==> config.mk <==
export PLATFORM = sky130hd
export DESIGN_NAME = frame_change_density_core
export DESIGN_NICKNAME = d
export VERILOG_FILES = /design/src/sv/fcd_pkg.sv /design/src/sv/fcd_ctrl.sv /design/src/sv/fcd_dp.sv /design/src/sv/frame_change_density_core.sv
export SDC_FILE = /design/constraint.sdc
export NUM_CORES = 1
export LEC_CHECK = 0
export BUFFER_PORTS_ARGS = -buffer_cell sky130_fd_sc_hd__buf_2
export CORE_AREA = 4 4 127 177
export DETAILED_ROUTE_END_ITERATION = 12
export DIE_AREA = 0 0 131 181
export PLACE_DENSITY = 0.68
export SETUP_SLACK_MARGIN = 0.2
export SYNTH_ARGS = -nofsm -noshare
export SYNTH_HDL_FRONTEND = slang
export SYNTH_HIERARCHICAL = 1
export SYNTH_SLANG_ARGS = --single-unit
==> constraint.sdc <==
create_clock -name clk -period 3.5 [get_ports clk]
set_input_delay 0.35 -clock clk [delete_from_list [all_inputs] [get_ports clk]]
set_output_delay 0.35 -clock clk [all_outputs]
set_load 0.03 [all_outputs]
==> src/sv/fcd_pkg.sv <==
package fcd_pkg;

    localparam int PIX_W     = 8;
    localparam int DENS_W    = 17;
    localparam int FNUM_W    = 32;
    localparam int CFG_IDX_W = 8;
    localparam int CFG_DAT_W = 8;
    localparam int S_TDATA_W = 16;
    localparam int M_TDATA_W = 56;
    localparam int M_TUSER_W = 2;

    localparam logic [CFG_IDX_W-1:0] CFG_IDX_THRESHOLD = 8'd0;
    localparam logic [CFG_IDX_W-1:0] CFG_IDX_SKIP      = 8'd1;

    localparam logic [PIX_W-1:0] THRESH_RESET = 8'd30;
    localparam logic [PIX_W-1:0] SKIP_RESET   = 8'd0;

    // Commands from the controller to the datapath.
    typedef struct packed {
        logic accept;
        logic load;
        logic step;
        logic emit;
    } fcd_cmd_t;

    // Status from the datapath to the controller.
    typedef struct packed {
        logic measured;
    } fcd_sts_t;

endpackage

==> src/sv/fcd_ctrl.sv <==
module fcd_ctrl #(
    parameter int QUO_W = 17
) (
    input  logic             clk,
    input  logic             rst_n,
    input  logic             s_tvalid,
    input  logic             s_tlast,
    output logic             s_tready,
    input  logic             m_tready,
    output logic             m_tvalid,
    input  fcd_pkg::fcd_sts_t sts,
    output fcd_pkg::fcd_cmd_t cmd
);
    import fcd_pkg::*;

    localparam int CNT_W = (QUO_W > 1) ? $clog2(QUO_W) : 1;

    typedef enum logic [1:0] {
        ST_ACCUM,
        ST_PREP,
        ST_DIV,
        ST_DONE
    } state_t;

    state_t             state_reg;
    state_t             state_next;
    logic [CNT_W-1:0]   bit_cnt_reg;
    logic [CNT_W-1:0]   bit_cnt_next;
    logic               m_tvalid_reg;
    logic               m_tvalid_next;

    assign s_tready   = (state_reg == ST_ACCUM);
    assign m_tvalid   = m_tvalid_reg;
    assign cmd.accept = s_tvalid && s_tready;
    assign cmd.load   = (state_reg == ST_PREP);
    assign cmd.step   = (state_reg == ST_DIV);
    assign cmd.emit   = (state_reg == ST_DONE) && (!m_tvalid_reg || m_tready);

    always_comb
    begin
        state_next    = state_reg;
        bit_cnt_next  = bit_cnt_reg;
        m_tvalid_next = m_tvalid_reg;
        if (m_tready)
        begin
            m_tvalid_next = 1'b0;
        end
        unique case (state_reg)
            ST_ACCUM:
            begin
                if (cmd.accept && s_tlast)
                begin
                    state_next = ST_PREP;
                end
            end
            ST_PREP:
            begin
                // Skipped frames need no division; the held density goes out.
                if (sts.measured)
                begin
                    state_next   = ST_DIV;
                    bit_cnt_next = CNT_W'(QUO_W - 1);
                end
                else
                begin
                    state_next = ST_DONE;
                end
            end
            ST_DIV:
            begin
                if (bit_cnt_reg == '0)
                begin
                    state_next = ST_DONE;
                end
                else
                begin
                    bit_cnt_next = bit_cnt_reg - 1'b1;
                end
            end
            ST_DONE:
            begin
                if (cmd.emit)
                begin
                    state_next    = ST_ACCUM;
                    m_tvalid_next = 1'b1;
                end
            end
            default:
            begin
                state_next = ST_ACCUM;
            end
        endcase
    end

    always_ff @(posedge clk or negedge rst_n)
    begin
        if (!rst_n)
        begin
            state_reg    <= ST_ACCUM;
            bit_cnt_reg  <= '0;
            m_tvalid_reg <= 1'b0;
        end
        else
        begin
            state_reg    <= state_next;
            bit_cnt_reg  <= bit_cnt_next;
            m_tvalid_reg <= m_tvalid_next;
        end
    end

endmodule

==> src/sv/fcd_dp.sv <==
module fcd_dp #(
    parameter int MAX_FRAME_PIXELS  = 262144,
    parameter int DENSITY_FRAC_BITS = 16
) (
    input  logic                           clk,
    input  logic                           rst_n,
    input  fcd_pkg::fcd_cmd_t              cmd,
    output fcd_pkg::fcd_sts_t              sts,
    input  logic [fcd_pkg::PIX_W-1:0]      cur_pixel,
    input  logic [fcd_pkg::PIX_W-1:0]      ref_pixel,
    input  logic                           cfg_valid,
    input  logic [fcd_pkg::CFG_IDX_W-1:0]  cfg_index,
    input  logic [fcd_pkg::CFG_DAT_W-1:0]  cfg_data,
    output logic [fcd_pkg::DENS_W-1:0]     density,
    output logic [fcd_pkg::FNUM_W-1:0]     frame_number,
    output logic                           fresh,
    output logic                           oversize
);
    import fcd_pkg::*;

    localparam int CNT_W = $clog2(MAX_FRAME_PIXELS + 1);
    localparam int QUO_W = DENSITY_FRAC_BITS + 1;
    localparam int NUM_W = CNT_W + QUO_W;
    localparam logic [CNT_W-1:0] MAX_CNT = CNT_W'(MAX_FRAME_PIXELS);

    logic [PIX_W-1:0]  thresh_reg;
    logic [PIX_W-1:0]  skip_reg;
    logic [PIX_W-1:0]  skip_phase_reg;
    logic [CNT_W-1:0]  pix_total_reg;
    logic [CNT_W-1:0]  chg_total_reg;
    logic              oversize_seen_reg;
    logic [DENS_W-1:0] held_reg;
    logic [FNUM_W-1:0] fnum_reg;
    logic              fresh_reg;
    logic              oversize_reg;
    logic [CNT_W-1:0]  rem_reg;
    logic [QUO_W-1:0]  num_lo_reg;
    logic [QUO_W-1:0]  quo_reg;

    logic              measured;
    logic [PIX_W-1:0]  diff;
    logic [NUM_W-1:0]  num;
    logic [CNT_W:0]    trial;
    logic [CNT_W:0]    trial_sub;
    logic              trial_ge;

    assign measured     = (skip_phase_reg == '0);
    assign sts.measured = measured;
    assign diff         = (cur_pixel > ref_pixel) ? (cur_pixel - ref_pixel)
                                                  : (ref_pixel - cur_pixel);

    // Rounded numerator: changed * 2^frac + total / 2.
    assign num = (NUM_W'(chg_total_reg) << DENSITY_FRAC_BITS)
               + NUM_W'(pix_total_reg >> 1);

    // One restoring-division step per cycle; the remainder stays below total.
    assign trial     = {rem_reg, num_lo_reg[QUO_W-1]};
    assign trial_sub = trial - {1'b0, pix_total_reg};
    assign trial_ge  = (trial >= {1'b0, pix_total_reg});

    assign density      = held_reg;
    assign frame_number = fnum_reg;
    assign fresh        = fresh_reg;
    assign oversize     = oversize_reg;

    always_ff @(posedge clk or negedge rst_n)
    begin
        if (!rst_n)
        begin
            thresh_reg        <= THRESH_RESET;
            skip_reg          <= SKIP_RESET;
            skip_phase_reg    <= '0;
            pix_total_reg     <= '0;
            chg_total_reg     <= '0;
            oversize_seen_reg <= 1'b0;
            held_reg          <= '0;
            fnum_reg          <= '0;
        end
        else
        begin
            if (cfg_valid)
            begin
                if (cfg_index == CFG_IDX_THRESHOLD)
                begin
                    thresh_reg <= cfg_data;
                end
                else if (cfg_index == CFG_IDX_SKIP)
                begin
                    skip_reg <= cfg_data;
                end
            end
            if (cmd.accept)
            begin
                if (pix_total_reg < MAX_CNT)
                begin
                    pix_total_reg <= pix_total_reg + 1'b1;
                    if (measured && (diff > thresh_reg))
                    begin
                        chg_total_reg <= chg_total_reg + 1'b1;
                    end
                end
                else
                begin
                    oversize_seen_reg <= 1'b1;
                end
            end
            if (cmd.emit)
            begin
                if (measured)
                begin
                    held_reg <= DENS_W'(quo_reg);
                end
                fnum_reg <= fnum_reg + 1'b1;
                if (skip_phase_reg >= skip_reg)
                begin
                    skip_phase_reg <= '0;
                end
                else
                begin
                    skip_phase_reg <= skip_phase_reg + 1'b1;
                end
                pix_total_reg     <= '0;
                chg_total_reg     <= '0;
                oversize_seen_reg <= 1'b0;
            end
        end
    end

    always_ff @(posedge clk)
    begin
        if (cmd.load)
        begin
            rem_reg    <= num[NUM_W-1:QUO_W];
            num_lo_reg <= num[QUO_W-1:0];
        end
        else if (cmd.step)
        begin
            rem_reg    <= trial_ge ? trial_sub[CNT_W-1:0] : trial[CNT_W-1:0];
            num_lo_reg <= num_lo_reg << 1;
            quo_reg    <= {quo_reg[QUO_W-2:0], trial_ge};
        end
        if (cmd.emit)
        begin
            fresh_reg    <= measured;
            oversize_reg <= oversize_seen_reg;
        end
    end

endmodule

==> src/sv/frame_change_density_core.sv <==
// Pixels are taken one per cycle inside a frame.
// After the request carrying tlast, s_tready stays low through ST_PREP, then on a
// measured frame through ST_DIV (one division step per quotient bit of the divider),
// and then through ST_DONE until the previous result has been taken on m_tready.
// The result is presented as s_tready rises again and holds until taken.
// rst_n clears all counters, the held density and the frame count asynchronously.
module frame_change_density_core #(
    parameter int MAX_FRAME_PIXELS  = 262144,
    parameter int DENSITY_FRAC_BITS = 16
) (
    input  logic                             clk,
    input  logic                             rst_n,
    input  logic                             s_tvalid,
    output logic                             s_tready,
    input  logic [fcd_pkg::S_TDATA_W-1:0]    s_tdata,  // cur_pixel, ref_pixel
    input  logic                             s_tlast,  // frame_end
    output logic                             m_tvalid,
    input  logic                             m_tready,
    output logic [fcd_pkg::M_TDATA_W-1:0]    m_tdata,  // density, frame_number, zero pad
    output logic [fcd_pkg::M_TUSER_W-1:0]    m_tuser,  // fresh, oversize
    input  logic                             cfg_valid,
    output logic                             cfg_ready,
    input  logic [fcd_pkg::CFG_IDX_W-1:0]    cfg_index,
    input  logic [fcd_pkg::CFG_DAT_W-1:0]    cfg_data
);
    import fcd_pkg::*;

    fcd_cmd_t          cmd;
    fcd_sts_t          sts;
    logic [DENS_W-1:0] density;
    logic [FNUM_W-1:0] frame_number;
    logic              fresh;
    logic              oversize;

    assign cfg_ready = 1'b1;
    assign m_tdata   = {{(M_TDATA_W - DENS_W - FNUM_W){1'b0}}, frame_number, density};
    assign m_tuser   = {oversize, fresh};

    fcd_ctrl #(
        .QUO_W(DENSITY_FRAC_BITS + 1)
    ) u_ctrl (
        .clk      (clk),
        .rst_n    (rst_n),
        .s_tvalid (s_tvalid),
        .s_tlast  (s_tlast),
        .s_tready (s_tready),
        .m_tready (m_tready),
        .m_tvalid (m_tvalid),
        .sts      (sts),
        .cmd      (cmd)
    );

    fcd_dp #(
        .MAX_FRAME_PIXELS (MAX_FRAME_PIXELS),
        .DENSITY_FRAC_BITS(DENSITY_FRAC_BITS)
    ) u_dp (
        .clk          (clk),
        .rst_n        (rst_n),
        .cmd          (cmd),
        .sts          (sts),
        .cur_pixel    (s_tdata[PIX_W-1:0]),
        .ref_pixel    (s_tdata[2*PIX_W-1:PIX_W]),
        .cfg_valid    (cfg_valid),
        .cfg_index    (cfg_index),
        .cfg_data     (cfg_data),
        .density      (density),
        .frame_number (frame_number),
        .fresh        (fresh),
        .oversize     (oversize)
    );

endmodule

==> out/metrics.yaml <==
holdWs_ns: 0.0124
h-tree-depth: 4
ys_async_sr_fraction: 0.686
crit_fanout: 6
wl_per_cell_um: 15.9
fin_tns_setup_ns: 0
path_clk_slew_ns: 0.08
start_kind: "input port"
rr_endpoint: "u_dp/rem_reg[6]"
antenna_found_initial: 0
hold_viol: 0
worstHoldPathType: "in -> async"
synthFlopType: "dfrtp_1"
die_h_um: 181
drt_iter0_drc: 440
ios: 99
synthDistinctLibCells: 78
status: "finished, final reports clean"
wl_um: 22300
grt_pass1_wl_um: 37100
num_antenna_cells: 0
yosys_warnings: 6
cp_slowest_cell: "mux2_2"
vias: 7692
vias_per_cell: 5.48
finalNonFillerCells: 1403
clock_sinks: 175
synth-edff-count: 55
cts_buffer_depth: 2
syn_avg_cell_area_um2: 10.3
grt_pass1_vias: 7674
peakVddDrop_v: 0.000399
syn2layout_area_growth_pct: 18.3
report.final.setup_viol: 0
globalplace.congestion: 0.904
synth-simple-area-share: 0.161
start_util: 0.489
cp-end-kind: "register"
largest_reg_flops: 32
seqCellArea_um2: 4660
worstPathArrival_ns: 3.69
cp.required_ns: 3.83
final.min_clock_period_ns: 3.37
synth_cells: 999
r2r_setup_slack_ns: 0.49
drtPass1Iterations: 7
dieArea_um2: 23700
max_stage_delay_ns: 0.36
synth_top_area_frac: 0.282
cts_tree: "done"
numCtsBuffers: 17
timing.rr.start: "u_dp/pix_total_reg[0]"
clock_skew_ns: 0.0164
drive_above_1_share: 0.244
core_area_um2: 21000
synth_top_family_by_area: "simple AND/OR/NAND/NOR gates"
grt_max_degree: 69
synthTopCellsByArea: "dfrtp_1, edfxtp_1, ha_1, xnor2_1, mux2_2"
die_w_um: 131
synth_xor_area_frac: 0.0714
final_nets: 1234
reg2regPathDepth: 10
fin_crit_sh: 0.962
multiInputGateArea_um2: 5340
leakage_uw: 0.00542
max_slew_margin: 0.375
nFillCells: 1806
path_class: "in -> reg"
grt.total_usage: 0.194
fp-row-count: 63
post-place-cells: 1363
grt-ovfl-total: 0
finalPower_uw: 9120
place_hpwl_um: 16500
maxCapViolCount: 0
cts_root_buf: "clkbuf_16"
port_buffers: 90
rsz0062_at_grt: "true"
drc: 0
netlist_area_um2: 10300
maxClockFrequency_mhz: 297
antenna_left: 0
yosysSeqAreaShare: 0.452
synthMuxAreaShare: 0.0740
power_density_nw_per_um2: 748
yosysTopAreaCell: "dfrtp_1"
clock_latency_ns: 0.45
crit_chain: "buf_12 -> inv_12 -> ha_4 -> inv_2 -> fa_2 -> a21oi_2 -> o22ai_1 -> o21ai_2 -> buf_6 -> mux2_2 -> ha_1 -> nor2b_1 -> o21a_1 -> o21ai_0 -> a21oi_4 -> o21ai_4 -> a2111oi_4 -> mux2_4"
synth_compound_area_frac: 0.109
worst_pin_slew_ns: 0.938
final-max-slew-violation-count: 0
synth_fa_ha_area_frac: 0.0831
ys_seq_elements: 175
[power breakdown]
group | internal (uW) | switching, uW
logic | 1610 | 2340
registers | 2890 | 288
clock network | 1000 | 980
total | 5510 | 3610
[metrics by stage]
stage / setup WS (ns) / area (um2) / util
after floorplan: -0.124 / 10400 / -
after global placement: -0.318 / 11300 / 0.538
after detailed placement: -0.472 / 11300 / 0.538
after CTS: 0.148 / 12100 / 0.575
after global routing: -0.114 / 12200 / 0.579
final: 0.132 / 12200 / 0.579
[cell type report]
type / instances / area share
Multi-Input combinational cell: 712 / 0.438
Inverter: 74 / 0.0238
Clock inverter: 15 / 0.0174
Clock buffer: 17 / 0.0349
Sequential cell: 175 / 0.382
Tap cell: 260 / 0.0267
Timing Repair Buffer: 150 / 0.0763
[worst max-delay path, delay by kind of cell]
family                     cells  cell delay [ns]
AOI/OAI and AO/OA              8             1.43
adders and majority gates      3             0.75
muxes                          2             0.68
buffers and inverters          4             0.33
and+or+nand+nor                1             0.14
[cell families (layout without fill, tap and decap cells)]
group / count (synthesis) / count (layout)
muxes: 70 / 70
xor gates and xnor gates: 84 / 84
DFF: 175 / 175
AOI/OAI and AO/OA: 167 / 167
adders and majority gates: 66 / 66
other: 2 / 8
buffers and inverters: 118 / 256
and+or+nand+nor: 317 / 317
[metal layers]
layer	up-vias	global-route usage	share of wire
met4	0	0.0720	0.025
met2	153	0.359	0.55
met3	33	0.0284	0.030
met5	-	0	0
met1	3700	0.219	0.40
li1	3806	-	-
[layout by cell type (no fill, tap or decap), types with 9 or more instances in the layout]
cell type    n
ha_1        57
nor2_1      59
dfrtp_1    116
buf_2       88
xnor2_1     64
edfxtp_1    55
and4_1      11
inv_1       69
o211ai_1    13
nor2b_1     14
mux2i_1     19
and3_1      16
nand2b_1     9
nand3_1     41
buf_4       58
or4_1       14
mux2_2      47
nor3_1      17
nand4_1     17
clkbuf_16   17
o21ai_0     36
nand2_1     83
a21oi_1     32
xor2_1      20
[repair_timing]
item,CTS,global route
pin swaps,10,9
hold buffers,0,0
buffers inserted,8,0
endpoints found under the setup margin,18,19
gates resized for setup,15,12
[how the worst max path moves through the flow]
stage	slack (ns)	start	cells past startpoint	end
4_1_cts	0.15	s_tdata[0]	20	u_dp/chg_total_reg[10]
6_report	0.13	s_tdata[0]	18	u_dp/chg_total_reg[14]
2_1_floorplan	-0.12	s_tdata[0]	19	u_dp/chg_total_reg[14]
3_3_place_gp	-0.32	s_tdata[0]	22	u_dp/chg_total_reg[12]
3_5_place_dp	-0.47	s_tdata[0]	20	u_dp/chg_total_reg[14]
5_1_grt	-0.11	s_tdata[4]	19	u_dp/chg_total_reg[6]
[synthesized netlist by cell type (all sizes together), types with 8 or more instances]
cell    number
clkbuf      29
and4        11
mux2        49
nand2b       9
dfrtp      116
ha          62
a21o         8
inv         73
xor2        20
nor2        61
mux2i       21
nand3       41
buf         15
edfxtp      55
or4         15
and2         9
nand2       83
o211ai      13
o21ai       42
nor2b       14
a21oi       37
a211oi       8
nand4       17
and3        17
nor3        17
xnor2       64
No activity file was read; power rests on OpenSTA's default activity.
